**config.mk**
```make
export PLATFORM = sky130hd
export DESIGN_NAME = bus_wait_state_cycle_calc
export DESIGN_NICKNAME = d
export VERILOG_FILES = /design/src/design/bwscc_pkg.sv /design/src/design/bus_wait_state_cycle_calc.sv
export SDC_FILE = /design/constraint.sdc
export NUM_CORES = 1
export LEC_CHECK = 0
export BUFFER_PORTS_ARGS = -buffer_cell sky130_fd_sc_hd__buf_4
export CAP_MARGIN = 25
export CORE_MARGIN = 1.5
export CORE_UTILIZATION = 47
export DETAILED_ROUTE_END_ITERATION = 10
export HOLD_SLACK_MARGIN = 0.15
export PLACE_DENSITY_LB_ADDON = 0.2
export SLEW_MARGIN = 20
export SYNTH_ARGS = -nofsm -noshare
export SYNTH_HDL_FRONTEND = slang
export SYNTH_SLANG_ARGS = --single-unit
```
**constraint.sdc**
```tcl
create_clock -name clk -period 5.8 [get_ports clk]
set_input_delay 0.29 -clock clk [delete_from_list [all_inputs] [get_ports clk]]
set_output_delay 0.29 -clock clk [all_outputs]
set_load 0.03 [all_outputs]
```
**src/design/bwscc_pkg.sv**
```systemverilog
// bwscc_pkg: shared types, codes and timing tables for the bus wait-state cycle calculator
// no dependencies; used by bus_wait_state_cycle_calc
package bwscc_pkg;

    localparam int CMD_W    = 2;
    localparam int REGION_W = 8;
    localparam int COUNT_W  = 16;
    localparam int CYCLES_W = 8;
    localparam int WAITCNT_W = 11;
    localparam int TIME_W   = 4;

    typedef logic [CMD_W-1:0]     cmd_t;
    typedef logic [REGION_W-1:0]  region_t;
    typedef logic [COUNT_W-1:0]   count_t;
    typedef logic [CYCLES_W-1:0]  cycles_t;
    typedef logic [WAITCNT_W-1:0] waitcnt_t;
    typedef logic [TIME_W-1:0]    time_t;

    // command bits
    localparam int CMD_SEQ_BIT  = 0;
    localparam int CMD_WIDE_BIT = 1;

    // region codes
    localparam region_t REGION_BIOS     = 8'h00;
    localparam region_t REGION_UNUSED   = 8'h01;
    localparam region_t REGION_EWRAM    = 8'h02;
    localparam region_t REGION_IWRAM    = 8'h03;
    localparam region_t REGION_IO       = 8'h04;
    localparam region_t REGION_PALETTE  = 8'h05;
    localparam region_t REGION_VRAM     = 8'h06;
    localparam region_t REGION_OAM      = 8'h07;
    localparam region_t REGION_ROM_LO   = 8'h08;
    localparam region_t REGION_ROM_HI   = 8'h0D;
    localparam region_t REGION_SRAM     = 8'h0E;

    // rom window index
    localparam logic [1:0] WIN_0 = 2'd0;
    localparam logic [1:0] WIN_1 = 2'd1;
    localparam logic [1:0] WIN_2 = 2'd2;

    localparam time_t SEQ_FAST_TIME = 4'd2;
    localparam time_t SEQ_WIN0_TIME = 4'd3;
    localparam time_t SEQ_WIN1_TIME = 4'd5;
    localparam time_t SEQ_WIN2_TIME = 4'd9;
    localparam time_t EWRAM_TIME    = 4'd3;
    localparam time_t FAST_TIME     = 4'd1;
    localparam time_t NO_TIME       = 4'd0;

    // first-access select to cycles
    function automatic time_t first_access_time(input logic [1:0] sel);
        time_t t;
        case (sel)
            2'd0:    t = 4'd5;
            2'd1:    t = 4'd4;
            2'd2:    t = 4'd3;
            2'd3:    t = 4'd9;
            default: t = 4'd5;
        endcase
        return t;
    endfunction

endpackage

```
**src/design/bus_wait_state_cycle_calc.sv**
```systemverilog
// bus_wait_state_cycle_calc: bus cycle count for one burst of accesses
// depends on bwscc_pkg for types, region codes and timing tables
//
// each beat passes the input register, then the result register, to the result beat
// throughput: one beat per cycle unless out_ready stalls, one compute stage
// reset: rst_n async active low clears both valid flags and wait_control to 0
module bus_wait_state_cycle_calc
(
    input  logic                clk,
    input  logic                rst_n,
    input  logic                wait_control_wr_en,
    input  bwscc_pkg::waitcnt_t wait_control,
    input  logic                in_valid,
    output logic                in_ready,
    input  bwscc_pkg::cmd_t     command,
    input  bwscc_pkg::region_t  region,
    input  bwscc_pkg::count_t   access_count,
    output logic                out_valid,
    input  logic                out_ready,
    output bwscc_pkg::cycles_t  cycles
);

    bwscc_pkg::waitcnt_t wait_control_reg;

    logic                s1_valid_reg;
    bwscc_pkg::cmd_t     s1_cmd_reg;
    bwscc_pkg::region_t  s1_region_reg;
    bwscc_pkg::cycles_t  s1_count_reg;

    logic                out_valid_reg;
    bwscc_pkg::cycles_t  cycles_reg;
    bwscc_pkg::cycles_t  cycles_next;

    logic out_load;
    logic in_load;

    logic               wide;
    logic               seq;
    logic [1:0]         win;
    logic               is_rom;
    bwscc_pkg::time_t   t_first;
    bwscc_pkg::time_t   s_time;
    bwscc_pkg::time_t   mult;
    bwscc_pkg::cycles_t base;
    bwscc_pkg::cycles_t m;
    bwscc_pkg::cycles_t n;
    logic [bwscc_pkg::CYCLES_W+bwscc_pkg::TIME_W-1:0] prod;

    assign out_load = s1_valid_reg && (!out_valid_reg || out_ready);
    assign in_ready = !s1_valid_reg || out_load;
    assign in_load  = in_valid && in_ready;

    always_ff @(posedge clk or negedge rst_n)
    begin
        if (!rst_n)
        begin
            wait_control_reg <= '0;
        end
        else if (wait_control_wr_en)
        begin
            wait_control_reg <= wait_control;
        end
    end

    // input register
    always_ff @(posedge clk or negedge rst_n)
    begin
        if (!rst_n)
        begin
            s1_valid_reg <= 1'b0;
        end
        else if (in_ready)
        begin
            s1_valid_reg <= in_valid;
        end
    end

    // only the low byte of the count matters, everything wraps mod 256
    always_ff @(posedge clk)
    begin
        if (in_load)
        begin
            s1_cmd_reg    <= command;
            s1_region_reg <= region;
            s1_count_reg  <= access_count[bwscc_pkg::CYCLES_W-1:0];
        end
    end

    // per-region access times
    always_comb
    begin
        wide    = s1_cmd_reg[bwscc_pkg::CMD_WIDE_BIT];
        seq     = s1_cmd_reg[bwscc_pkg::CMD_SEQ_BIT];
        n       = s1_count_reg;
        win     = s1_region_reg[2:1];
        is_rom  = 1'b0;
        t_first = bwscc_pkg::NO_TIME;
        s_time  = bwscc_pkg::SEQ_WIN0_TIME;

        case (win)
            bwscc_pkg::WIN_0:
            begin
                s_time = wait_control_reg[4] ? bwscc_pkg::SEQ_FAST_TIME
                                             : bwscc_pkg::SEQ_WIN0_TIME;
            end
            bwscc_pkg::WIN_1:
            begin
                s_time = wait_control_reg[7] ? bwscc_pkg::SEQ_FAST_TIME
                                             : bwscc_pkg::SEQ_WIN1_TIME;
            end
            default:
            begin
                s_time = wait_control_reg[10] ? bwscc_pkg::SEQ_FAST_TIME
                                              : bwscc_pkg::SEQ_WIN2_TIME;
            end
        endcase

        case (s1_region_reg) inside
            bwscc_pkg::REGION_BIOS, bwscc_pkg::REGION_IWRAM, bwscc_pkg::REGION_IO,
            bwscc_pkg::REGION_PALETTE, bwscc_pkg::REGION_VRAM, bwscc_pkg::REGION_OAM:
            begin
                t_first = bwscc_pkg::FAST_TIME;
            end
            bwscc_pkg::REGION_EWRAM:
            begin
                t_first = bwscc_pkg::EWRAM_TIME;
            end
            [bwscc_pkg::REGION_ROM_LO:bwscc_pkg::REGION_ROM_HI]:
            begin
                is_rom = 1'b1;
                case (win)
                    bwscc_pkg::WIN_0:
                        t_first = bwscc_pkg::first_access_time(wait_control_reg[3:2]);
                    bwscc_pkg::WIN_1:
                        t_first = bwscc_pkg::first_access_time(wait_control_reg[6:5]);
                    default:
                        t_first = bwscc_pkg::first_access_time(wait_control_reg[9:8]);
                endcase
            end
            bwscc_pkg::REGION_SRAM:
            begin
                t_first = bwscc_pkg::first_access_time(wait_control_reg[1:0]);
            end
            default:
            begin
                t_first = bwscc_pkg::NO_TIME;
            end
        endcase
    end

    // total = base + mult * m, all mod 256
    always_comb
    begin
        base = '0;
        mult = t_first;
        m    = n;
        case (s1_region_reg) inside
            bwscc_pkg::REGION_BIOS, bwscc_pkg::REGION_IWRAM,
            bwscc_pkg::REGION_IO, bwscc_pkg::REGION_OAM:
            begin
                // 32-bit bus, no doubling
                m = n;
            end
            default:
            begin
                if (is_rom)
                begin
                    mult = s_time;
                    if (seq)
                    begin
                        m = wide ? {n[bwscc_pkg::CYCLES_W-2:0], 1'b0} : n;
                    end
                    else
                    begin
                        base = {{(bwscc_pkg::CYCLES_W-bwscc_pkg::TIME_W){1'b0}}, t_first};
                        m    = wide ? {n[bwscc_pkg::CYCLES_W-2:0], 1'b1} - 8'd2 : n - 8'd1;
                    end
                end
                else
                begin
                    m = wide ? {n[bwscc_pkg::CYCLES_W-2:0], 1'b0} : n;
                end
            end
        endcase
        prod        = m * mult;
        cycles_next = base + prod[bwscc_pkg::CYCLES_W-1:0];
    end

    // result register
    always_ff @(posedge clk or negedge rst_n)
    begin
        if (!rst_n)
        begin
            out_valid_reg <= 1'b0;
        end
        else if (!out_valid_reg || out_ready)
        begin
            out_valid_reg <= s1_valid_reg;
        end
    end

    always_ff @(posedge clk)
    begin
        if (out_load)
        begin
            cycles_reg <= cycles_next;
        end
    end

    assign out_valid = out_valid_reg;
    assign cycles    = cycles_reg;

endmodule

```
== Word level (Yosys, flattened, before mapping) ==
Index checks and enable logic that the tools add are counted.
Word-level totals
  word-level logic and storage cells: 74
  flip-flop bits (word level): 39
  output and inout bits: 10
Cells by class
  $lt $le $gt $ge: 2
  equality and inequality tests: 20
  $add $sub $neg: 3
  mux-type cells: 26
  reductions and logical operators: 15
  multiply operators: 1
Operators with widths (count)
  one-hot mux 4 bit (4 select lines): 4
  2-to-1 mux 4 bit: 10
  2-to-1 mux 8 bit: 5
  equality test 8 x 3 -> 1 bit (second input constant): 4
  equality test 2 bit (second input constant): 8
  equality test 8 x 2 -> 1 bit (second input constant): 2
  one-hot mux 4 bit (2 select lines): 2
  equality test 2 x 1 -> 1 bit (second input constant): 5
  zero test 2 bit: 5
  adder 8 bit: 1
  equality test 8 x 4 -> 1 bit (second input constant): 1
  greater-or-equal comparator 8 x 4 -> 1 bit (second input constant): 1
  less-or-equal comparator 8 x 4 -> 1 bit (second input constant): 1
  zero test 8 bit: 1
  multiplier 8 x 4 -> 8 bit: 1
  subtractor 8 x 1 -> 8 bit (second input constant): 1
  subtractor 8 x 2 -> 8 bit (second input constant): 1
  OR reduction 6 bit: 1
  2-to-1 mux 1 bit: 4
  OR reduction 4 bit: 1
  logical AND 1 bit: 3
  2-to-1 mux 3 bit: 1
  zero test 1 bit: 2
  logical OR 1 bit: 2

== Depth between registers and ports, before layout ==
Gate-level depths: netlist (run 1).
  depth after elaboration: 10
  depth in mapped cells: 21

== Worst setup path before layout (run 1) ==
No wires, ideal clock.
  path type: register to register
  from: reg s1_region_reg[5]
  to: reg cycles_reg[7] (netlist: cycles[7]), data pin
  library setup time: 0.260 ns
  arrival: 4.746 ns
  data required time: 5.540 ns
  stages on the path, launching flop included: 18
  path slack: 0.794 ns
  cell sequence: edfxtp_1 or4_4 o31ai_4 nand2_1 xnor2_1 or2_2 fa_1 fa_1 inv_1 fa_1 ha_1 a21o_1 a21oi_1 o21bai_1 a21oi_1 xnor2_1 xnor2_1 xnor2_1
On the way
  longest elaborated chain between the ends: 9
  elaborated cells on any way between the ends: 29
  classes of those cells: add/sub (1); mul (1); order compare (2); eq/ne (7); mux (14); reduce/logical (4)
RTL lines
  start, declared: RTL line bus_wait_state_cycle_calc.sv:27  | bwscc_pkg::region_t s1_region_reg;
  start signal, assigned: RTL line bus_wait_state_cycle_calc.sv:84  | s1_region_reg <= region;
  greater-or-equal comparator 8 x 4 -> 1 bit (no line) (tied with other cells)
  logical AND 1 bit (no line) or 2-to-1 mux 4 bit (tied branches)
  2-to-1 mux 1 bit or 2-to-1 mux 4 bit (tied branches) (3 in series): RTL line bus_wait_state_cycle_calc.sv:118  | case (s1_region_reg) inside
  2-to-1 mux 8 bit (tied with other cells): RTL line bus_wait_state_cycle_calc.sv:166  | if (is_rom)
  2-to-1 mux 8 bit (tied with other cells): RTL line bus_wait_state_cycle_calc.sv:157  | case (s1_region_reg) inside
  multiplier 8 x 4 -> 8 bit or 2-to-1 mux 4 bit (tied branches): RTL line bus_wait_state_cycle_calc.sv:185, bus_wait_state_cycle_calc.sv:157
  adder 8 bit *: RTL line bus_wait_state_cycle_calc.sv:186  | cycles_next = base + prod[bwscc_pkg::CYCLES_W-1:0];
  net cycles_next[7]: RTL line bus_wait_state_cycle_calc.sv:32  | bwscc_pkg::cycles_t cycles_next;
  end signal, assigned: RTL line bus_wait_state_cycle_calc.sv:206  | cycles_reg <= cycles_next;
  end, declared: RTL line bus_wait_state_cycle_calc.sv:31  | bwscc_pkg::cycles_t cycles_reg;
Mark *: on every way through the listed nets, which the timed path passes. The rest lies on a longest branch.
A chain may end at the register's enable or synchronous reset.

== Worst setup path after layout (run 1) ==
Ends and elaborated chain as after synthesis.

==> flow_summary.ini, run 1 <==
[worst_hold_path]
hold_depth = 1
hp-class = in2reg
worstHoldStart = access_count[5]

[synth]
yosysMostFrequentCell = nor2_1
synthCells = 288
synth-edff-count = 26
synth_fp_nets = 356
ys_warn_count = 0
synth_area_leader_cell = edfxtp_1
synthFlopType = edfxtp_1
netlist.area_leader.share_pct = 26.98
ys_ff_latch = 39
synth-seq-area-share_pct = 38.22
synthesis.area_sq_um = 2894
synthArstFlopShare_pct = 33.33
ys_types = 58
synthTopCellsByCount = nor2_1 (31), edfxtp_1 (26), a21oi_1 (17), inv_1 (17), nand2_1 (17)
syn_area_per_cell_sq_um = 10.05
yosys-top-cells-area = edfxtp_1 (27%), dfrtp_1 (11%), fa_1 (7.6%)

[power_and_ir_drop]
power.leakage_nw = 1.442
peakVddDrop_mv = 0.1745
power.density_nw_per_um2 = 204.0

[drt]
drt-vias-per-instance = 5.457
post-route-drc-count = 0
routed_wl_um = 5385
wl_met3_um = 212
detail_route.wl_per_cell_um = 13.36
routed.top_layer = met4
wl_met1_um = 2595
ant_nets = 0
dr_wl_met2_um = 2535
drt_iter0_drc = 99
drt_pass1_iterations = 4
vias = 2199

[place]
dpl.hpwl_um = 4165
numPortBuffers = 43
place_congestion = 0.8644
place_ws_ns = 0.4176

[finish]
layout.nets = 395
largest_reg_flops = 11
area_delta_synth_final_pct = 17.47
layout-drive-gt1-share_pct = 23.17
diodes = 0

[die]
fp.dieW_um = 81.47
dieHeight_um = 81.47
start_util_pct = 48.88
row_count = 28
design.die.area_sq_um = 6637
io_pins = 52
fp.coreArea_sq_um = 5921

[sta]
drv_slew = 0
fin_crit_ns = 5.378
slew-limit-headroom_pct = 47.36
max_freq_mhz = 185.9
worst_pin_slew_ns = 0.7897
setup_viol = 0
hold_viol_final = 0
worst_clock_skew_ns = 0.005779
finalCritPeriodShare_pct = 92.73
fin_setup_tns_ns = 0
layout_setup_ws_ns = 0.4216
rsz0062_at_grt = no

[global_routing]
overflow = 0
grt_pass1_wl_um = 8997
grt_pass1_vias = 1991
grtUsageTotal_pct = 17.73
grt_max_degree = 20
antenna_found_initial = 0

[critical_path]
cp-startpoint = s1_region_reg[5]$_DFFE_PP_
r2r-start = s1_region_reg[5]$_DFFE_PP_
crit_fanout = 5
reg2reg_slack_ns = 0.42
cp.arrival_ns = 5.42
crit_path_start_kind = flip-flop
reg2reg_depth = 18
crit_chain = or4_4 -> nor3_2 -> a21oi_1 -> o32ai_1 -> a21oi_1 -> or2_1 -> fa_1 -> fa_1 -> inv_1 -> fa_1 -> ha_1 -> a21o_1 -> a21oi_1 -> o21bai_1 -> a21oi_1 -> xnor2_1 -> xnor2_1 -> xnor2_1
critPathMaxStageDelay_ns = 0.61
worstSetupEndpointType = flip-flop
required_ns = 5.84
cp_slowest_cell = or4_4
crit_top_cell = a21oi_1
criticalPathCategory = reg2reg

[outcome]
status = complete, no violations

[clock_network]
post-cts-setup-buffer-count = 0
clock_path_buffers = 2
ctsHtreeMaxLevel = 2
clkLatencyLatePin_ns = 0.28
numCtsBuffers = 5
clkSinkCount = 39
clockRootBuffer = clkbuf_8
cts.clk_slew.worst_paths_ns = 0.07
cts_tree = yes

[run]
max_cap_violations = 0
## kinds of logic (layout without fill, tap and decap cells)
family	Yosys count	after routing	share of synthesized area, %
adder cells (fa/ha/maj)	26	26	14.09
multiplexers	13	13	5.058
XOR/XNOR	15	15	4.539
flip-flops	39	39	38.22
AO/OA/AOI/OAI	63	63	14.66
AND/OR/NAND/NOR	100	100	18.94
buffers and inverters	32	72	4.497
## repair_timing
| item | 4_1_cts | 5_1_grt |
|---|---|---|
| setup endpoints to repair | 0 | 0 |
| endpoints found under the hold margin | 13 | 0 |
| gates resized for setup | 0 | 0 |
| hold buffers | 1 | 0 |
## per-layer routing
| metal | vias up | global-route usage [%] |
|---|---|---|
| li1 | 1108 | - |
| met1 | 1036 | 24.33 |
| met2 | 50 | 28.35 |
| met3 | 5 | 3.778 |
| met4 | 0 | 4.828 |
| met5 | - | 0 |
## placed cells by master, fill, tap and decap left out, types with 3 or more instances in the layout
cell type and n:
a21o_1 3, a21oi_1 17, and2_1 3, buf_4 46, clkbuf_8 5, dfrtp_1 13
edfxtp_1 26, fa_1 11, ha_1 15, inv_1 17, mux2_2 9, mux2i_1 3
nand2_1 17, nand2b_1 6, nand3_1 3, nor2_1 31, nor2b_1 4, nor3_1 7
nor3b_1 4, o21ai_0 12, o22ai_1 4, or2_1 4, or2_2 4, or3_1 3
xnor2_1 11, xor2_1 4
## area by class of cell
class	instances	area (sq um)
fill	507	2521
tap	75	93.84
sequential	39	1106
multi-input combinational	217	1658
inverter	17	63.81
clock buffer	8	122.6
timing repair buffer	47	355.3
## final timing paths
path                                                     to
max in group asynchronous  wait_control_reg[10]$_DFFE_PN0P_
min in group asynchronous   wait_control_reg[5]$_DFFE_PN0P_
min                                          n[5]$_DFFE_PP_
min reg2reg                           out_valid$_DFFE_PN0P_
max                                     cycles[7]$_DFFE_PP_
max reg2reg                             cycles[7]$_DFFE_PP_
## power by group
| group | switching (mW) | internal, mW |
|---|---|---|
| clock | 0.0908 | 0.137 |
| combinational | 0.0638 | 0.0575 |
| sequential | 0.0228 | 0.321 |
## through the flow
stage | util [%] | total power, mW | cell area [sq um] | hold slack, ns | std cells
floorplan | - | 0.4264 | 2894 | -0.005591 | 288
global placement | 55.18 | 0.4681 | 3267 | 0.1413 | 394
detailed placement | 55.18 | 0.4706 | 3267 | 0.1431 | 394
CTS | 57.42 | 0.7019 | 3400 | 0.1696 | 403
global route | 57.42 | 0.7309 | 3400 | 0.1603 | 403
finish | 57.42 | 0.6935 | 3400 | 0.1787 | 403
## worst max-delay path, delay by kind of cell, from the launching register on
kind	cells	cell delay (ns)
AOI/OAI and AO/OA	7	1.12
xor gates and xnor gates	3	0.42
adders and majority gates	4	1.86
buffers and inverters	1	0.05
DFF	1	0.43
and+or+nand+nor	3	1.23
No activity file was read; power rests on OpenSTA's default activity.
==> run 2: changes to the inputs <==
--- a/config.mk
+++ b/config.mk
@@ -7,11 +7,13 @@
 export LEC_CHECK = 0
 export BUFFER_PORTS_ARGS = -buffer_cell sky130_fd_sc_hd__buf_4
 export CAP_MARGIN = 25
+export CORE_ASPECT_RATIO = 0.7
 export CORE_MARGIN = 1.5
 export CORE_UTILIZATION = 47
 export DETAILED_ROUTE_END_ITERATION = 10
 export HOLD_SLACK_MARGIN = 0.15
 export PLACE_DENSITY_LB_ADDON = 0.2
+export SKIP_CTS_REPAIR_TIMING = 1
 export SLEW_MARGIN = 20
 export SYNTH_ARGS = -nofsm -noshare
 export SYNTH_HDL_FRONTEND = slang
==> run 2 against run 1 <==
Net effect: worst setup slack worse by 0.031 ns; clock power up 3%; combinational power up 4%; count of clock-buffer cells in the layout down 3; critical endpoint unchanged; largest cell class unchanged.
==> flow_summary.ini, run 2 (same netlist as run 1, synthesis figures left out) <==
[global_routing]
grt_pass1_wl_um = 9404
antenna_found_initial = 0
grt_max_degree = 20
overflow = 0
grt_pass1_vias = 1967
grtUsageTotal_pct = 18.08

[clock_network]
clock_path_buffers = 2
ctsHtreeMaxLevel = 2
clkLatencyLatePin_ns = 0.29
clkSinkCount = 39
cts.clk_slew.worst_paths_ns = 0.08
cts_tree = yes
clockRootBuffer = clkbuf_8
numCtsBuffers = 5

[critical_path]
r2r-start = s1_region_reg[5]$_DFFE_PP_
cp-startpoint = s1_region_reg[5]$_DFFE_PP_
crit_end = cycles[7]$_DFFE_PP_
worstSetupEndpointType = flip-flop
critPathMaxStageDelay_ns = 0.61
required_ns = 5.85
crit_path_start_kind = flip-flop
criticalPathCategory = reg2reg
reg2reg_slack_ns = 0.39
cp_slowest_cell = or4_4
reg2reg_depth = 18
cp.arrival_ns = 5.46
crit_chain = or4_4 -> o31ai_4 -> mux2i_1 -> nor2_1 -> a21oi_1 -> or2_1 -> fa_1 -> fa_1 -> inv_1 -> fa_1 -> ha_1 -> a21o_1 -> a21oi_1 -> o21bai_1 -> a21oi_1 -> xnor2_1 -> xnor2_1 -> xnor2_1
r2r-end = cycles[7]$_DFFE_PP_
crit_fanout = 5

[sta]
drv_slew = 0
slew-limit-headroom_pct = 47.01
worst_pin_slew_ns = 0.7948
rsz0062_at_grt = no
hold_viol_final = 0
max_freq_mhz = 184.9
fin_setup_tns_ns = 0
fin_crit_ns = 5.409
worst_clock_skew_ns = 0.002349
finalCritPeriodShare_pct = 93.26
setup_viol = 0

[worst_hold_path]
hp-class = in2reg

[die]
design.die.area_sq_um = 6645
fp.dieW_um = 96.79
start_util_pct = 49.54
row_count = 23
fp.coreArea_sq_um = 5842
io_pins = 52
dieHeight_um = 68.65

[place]
place_congestion = 0.8546
numPortBuffers = 43
dpl.hpwl_um = 4434

[drt]
post-route-drc-count = 0
drt-vias-per-instance = 5.479
vias = 2252
drt_iter0_drc = 148
routed_wl_um = 5871
ant_nets = 0
drt_pass1_iterations = 4
detail_route.wl_per_cell_um = 14.28

[finish]
largest_reg_flops = 11
area_delta_synth_final_pct = 20.10
layout_commonest_cell = buf_4
postLayoutCoreUtil_pct = 59.50
layout-drive-gt1-share_pct = 22.62
diodes = 0
layout_common_cells = buf_4 (45), nor2_1 (31), edfxtp_1 (26)
layout.nets = 403

[run]
max_cap_violations = 0

[power_and_ir_drop]
peakVddDrop_mv = 0.1172
power.density_nw_per_um2 = 203.5
power.leakage_nw = 1.472

[outcome]
status = complete, no violations
run 2: cell types whose count changed in the layout (fill, tap and decap cells not counted), sizes merged:
cell and change:
dlygate4sd3 +9, clkbuf -3, buf -1, bufinv +1, clkinv +1, inv +1
run 2: cell type report:
cell class                 instances  area [sq um]
multi-input combinational        217          1658
timing repair buffer              55         437.9
fill                             503          2366
sequential                        39          1106
clock buffer                       5         68.82
tap                               75         93.84
inverter                          17         63.81
clock inverter                     3         47.55
run 2: routing by layer:
layer  share of wire, %  vias to the layer above  track usage (%)
met5                  0                        -                0
met4               0.44                        0            6.341
met3                5.5                        2            3.931
met2                 43                       74            26.66
met1                 51                     1052            26.33
li1                   -                     1124                -
run 2: worst min-delay path by stage:
stage | start | depth (start not counted) | end
floorplan | rst_n | 0 | out_valid$_DFFE_PN0P_
global placement | rst_n | 1 | out_valid$_DFFE_PN0P_
detailed placement | rst_n | 1 | s1_valid_reg$_DFFE_PN0N_
CTS | rst_n | 1 | s1_valid_reg$_DFFE_PN0N_
global route | command[1] | 1 | s1_cmd_reg[1]$_DFFE_PP_
finish | access_count[5] | 1 | n[5]$_DFFE_PP_
run 2: power breakdown:
group | switching (mW) | total, mW | internal [mW]
combinational | 0.0653 | 0.126 | 0.0609
sequential | 0.0245 | 0.346 | 0.321
clock | 0.105 | 0.235 | 0.130
total | 0.195 | 0.707 | 0.513
run 2: stage by stage:
step / total power [mW] / instances / hold slack (ns) / setup WS, ns / instance area, sq um
floorplan: 0.4264 / 288 / -0.005591 / 0.7943 / 2894
global placement: 0.4687 / 393 / 0.1435 / 0.5227 / 3259
detailed placement: 0.4718 / 393 / 0.1418 / 0.4114 / 3259
CTS: 0.7110 / 401 / -0.1943 / 0.3775 / 3376
global route: 0.7449 / 411 / 0.1484 / 0.1237 / 3476
finish: 0.7072 / 411 / 0.1644 / 0.3907 / 3476
run 2: worst max-delay path, delay by kind of cell (launching register included):
| family | cells | cell delay (ns) |
|---|---|---|
| xor+xnor | 3 | 0.42 |
| simple gates | 3 | 0.84 |
| compound gates | 6 | 1.34 |
| buf+inv | 1 | 0.05 |
| mux | 1 | 0.25 |
| fa+ha+maj | 4 | 1.82 |
| flops | 1 | 0.43 |
==> run 3: changes to the inputs <==
--- a/config.mk
+++ b/config.mk
@@ -10,6 +10,7 @@
 export CORE_ASPECT_RATIO = 0.7
 export CORE_MARGIN = 1.5
 export CORE_UTILIZATION = 47
+export CTS_BUF_LIST = sky130_fd_sc_hd__clkbuf_4 sky130_fd_sc_hd__clkbuf_8 sky130_fd_sc_hd__clkbuf_16
 export DETAILED_ROUTE_END_ITERATION = 10
 export HOLD_SLACK_MARGIN = 0.15
 export PLACE_DENSITY_LB_ADDON = 0.2
==> constraint.sdc (replaced) <==
create_clock -name clk -period 5.8 [get_ports clk]
set_input_delay 0.87 -clock clk [delete_from_list [all_inputs] [get_ports clk]]
set_output_delay 0.87 -clock clk [all_outputs]
set_load 0.03 [all_outputs]
==> run 3 against run 2 <==
Net effect: hold slack better by 0.24 ns; critical path depth unchanged; highest routed layer unchanged; sequential cell count unchanged; via count down 2.1%; cell area down 2.7%; clock skew up 0.0025 ns; global-route usage up 0.19 points; sequential share of layout area up 0.87 points; worst setup slack better by 0.053 ns.
==> flow_summary.ini, run 3 (same netlist as run 1, synthesis figures left out) <==
[global_routing]
grt_pass1_wl_um = 9501
overflow = 0
grt_pass1_vias = 1975
grt_max_degree = 20
grtUsageTotal_pct = 18.27
antenna_found_initial = 0

[place]
numPortBuffers = 43
dpl.hpwl_um = 4483
place_congestion = 0.8228

[power_and_ir_drop]
p_int_mw = 0.5087
p_total_mw = 0.7007
clkPwrFrac_pct = 33.3
p_switching_mw = 0.1921
power_frac_seq_pct = 49.3
swShare_pct = 27.41
power.leakage_nw = 1.435
power.density_nw_per_um2 = 207.1
peakVddDrop_mv = 0.1467
comb_power_share_pct = 17.3

[clock_network]
clkSinkCount = 39
cts_tree = yes
clock_path_buffers = 2
clkLatencyLatePin_ns = 0.29
numCtsBuffers = 5
ctsHtreeMaxLevel = 2
cts.clk_slew.worst_paths_ns = 0.08
clockRootBuffer = clkbuf_8

[sta]
fin_crit_ns = 5.356
rsz0062_at_grt = no
max_freq_mhz = 186.7
setup_viol = 0
worst_pin_slew_ns = 0.8134
fin_setup_tns_ns = 0
finalCritPeriodShare_pct = 92.35
slew-limit-headroom_pct = 45.77
hold_viol_final = 0
hold_ws_ns = 0.4017
worst_clock_skew_ns = 0.004848
drv_slew = 0

[drt]
vias = 2205
drt-vias-per-instance = 5.485
post-route-drc-count = 0
drt_pass1_iterations = 4
routed_wl_um = 5803
ant_nets = 0
drt_iter0_drc = 104
detail_route.wl_per_cell_um = 14.44

[critical_path]
worstSetupEndpointType = flip-flop
crit_fanout = 5
cp.arrival_ns = 5.40
required_ns = 5.85
crit_path_start_kind = flip-flop
critPathBufInv = 1
critPathMaxStageDelay_ns = 0.61
cp_slowest_cell = or4_4
crit_chain = or4_4 -> o31ai_4 -> mux2i_1 -> nor2_1 -> a21oi_1 -> or2_1 -> fa_1 -> fa_1 -> inv_1 -> fa_1 -> ha_1 -> a21o_1 -> a21oi_1 -> o21bai_1 -> a21oi_1 -> xnor2_1 -> xnor2_1 -> xnor2_1
criticalPathCategory = reg2reg
cp_top_family = adder cells

[die]
fp.coreArea_sq_um = 5842
row_count = 23
design.die.area_sq_um = 6645
fp.dieW_um = 96.79
dieHeight_um = 68.65
start_util_pct = 49.54
io_pins = 52

[finish]
layout_commonest_cell = buf_4
fillers = 523
layout.nets = 394
largest_reg_flops = 11
layout-drive-gt1-share_pct = 23.55
diodes = 0
layout_common_cells = buf_4 (46), nor2_1 (31), edfxtp_1 (26)
area_delta_synth_final_pct = 16.90

[run]
max_cap_violations = 0

[worst_hold_path]
hp-class = in2async

[outcome]
status = complete, no violations
-- run 3: cell count changes in the layout (fill, tap and decap cells not counted) --
cell / previous run / this run
dlygate4sd3_1: 10 / 0
buf_4: 45 / 46
-- run 3: metrics by stage --
stage / area [sq um] / util, % / worst slack, ns / instances
CTS: 3383 / 57.91 / 0.4067 / 402
floorplan: 2894 / - / 0.7943 / 288
global route: 3383 / 57.91 / 0.1845 / 402
finish: 3383 / 57.91 / 0.4438 / 402
global placement: 3267 / 55.92 / 0.5236 / 394
detailed placement: 3267 / 55.92 / 0.4367 / 394
-- run 3: layout make-up --
class / count / area, sq um / share of cell area [%]
multi-input cells: 217 / 1658 / 49.00
flip-flops and latches: 39 / 1106 / 32.69
repair buffers: 46 / 345.3 / 10.21
well taps: 75 / 93.84 / 2.774
clock buffers: 5 / 68.82 / 2.034
inverters: 17 / 63.81 / 1.886
clock inverters: 3 / 47.55 / 1.405
-- run 3: power groups by stage --
stage / combinational [mW] / sequential (mW) / clock (mW)
floorplan: 0.0797 / 0.347 / 0
global placement: 0.119 / 0.350 / 0
detailed placement: 0.121 / 0.351 / 0
CTS: 0.122 / 0.345 / 0.241
global route: 0.133 / 0.349 / 0.253
finish: 0.122 / 0.346 / 0.234
-- run 3: worst paths after layout --
kind                                                        end  cells after the start  slack (ns)                  startpoint
worst max-delay path                        cycles[7]$_DFFE_PP_                     18        0.44  s1_region_reg[5]$_DFFE_PP_
worst min-delay path                      out_valid$_DFFE_PN0P_                      1        0.40                       rst_n
worst max register to register              cycles[7]$_DFFE_PP_                     18        0.44  s1_region_reg[5]$_DFFE_PP_
worst min register to register            out_valid$_DFFE_PN0P_                      1        0.50    s1_valid_reg$_DFFE_PN0N_
max in group asynchronous       wait_control_reg[5]$_DFFE_PN0P_                      1        5.24                       rst_n
min in group clk                          out_valid$_DFFE_PN0P_                      1        0.50    s1_valid_reg$_DFFE_PN0N_
-- run 3: metal layers --
metal	up-vias	part of all wire [%]	GRT usage, %
li1	1107	-	-
met3	7	6.4	4.133
met1	1019	50	26.61
met4	0	1.1	5.072
met5	-	0	0
met2	72	42	27.53
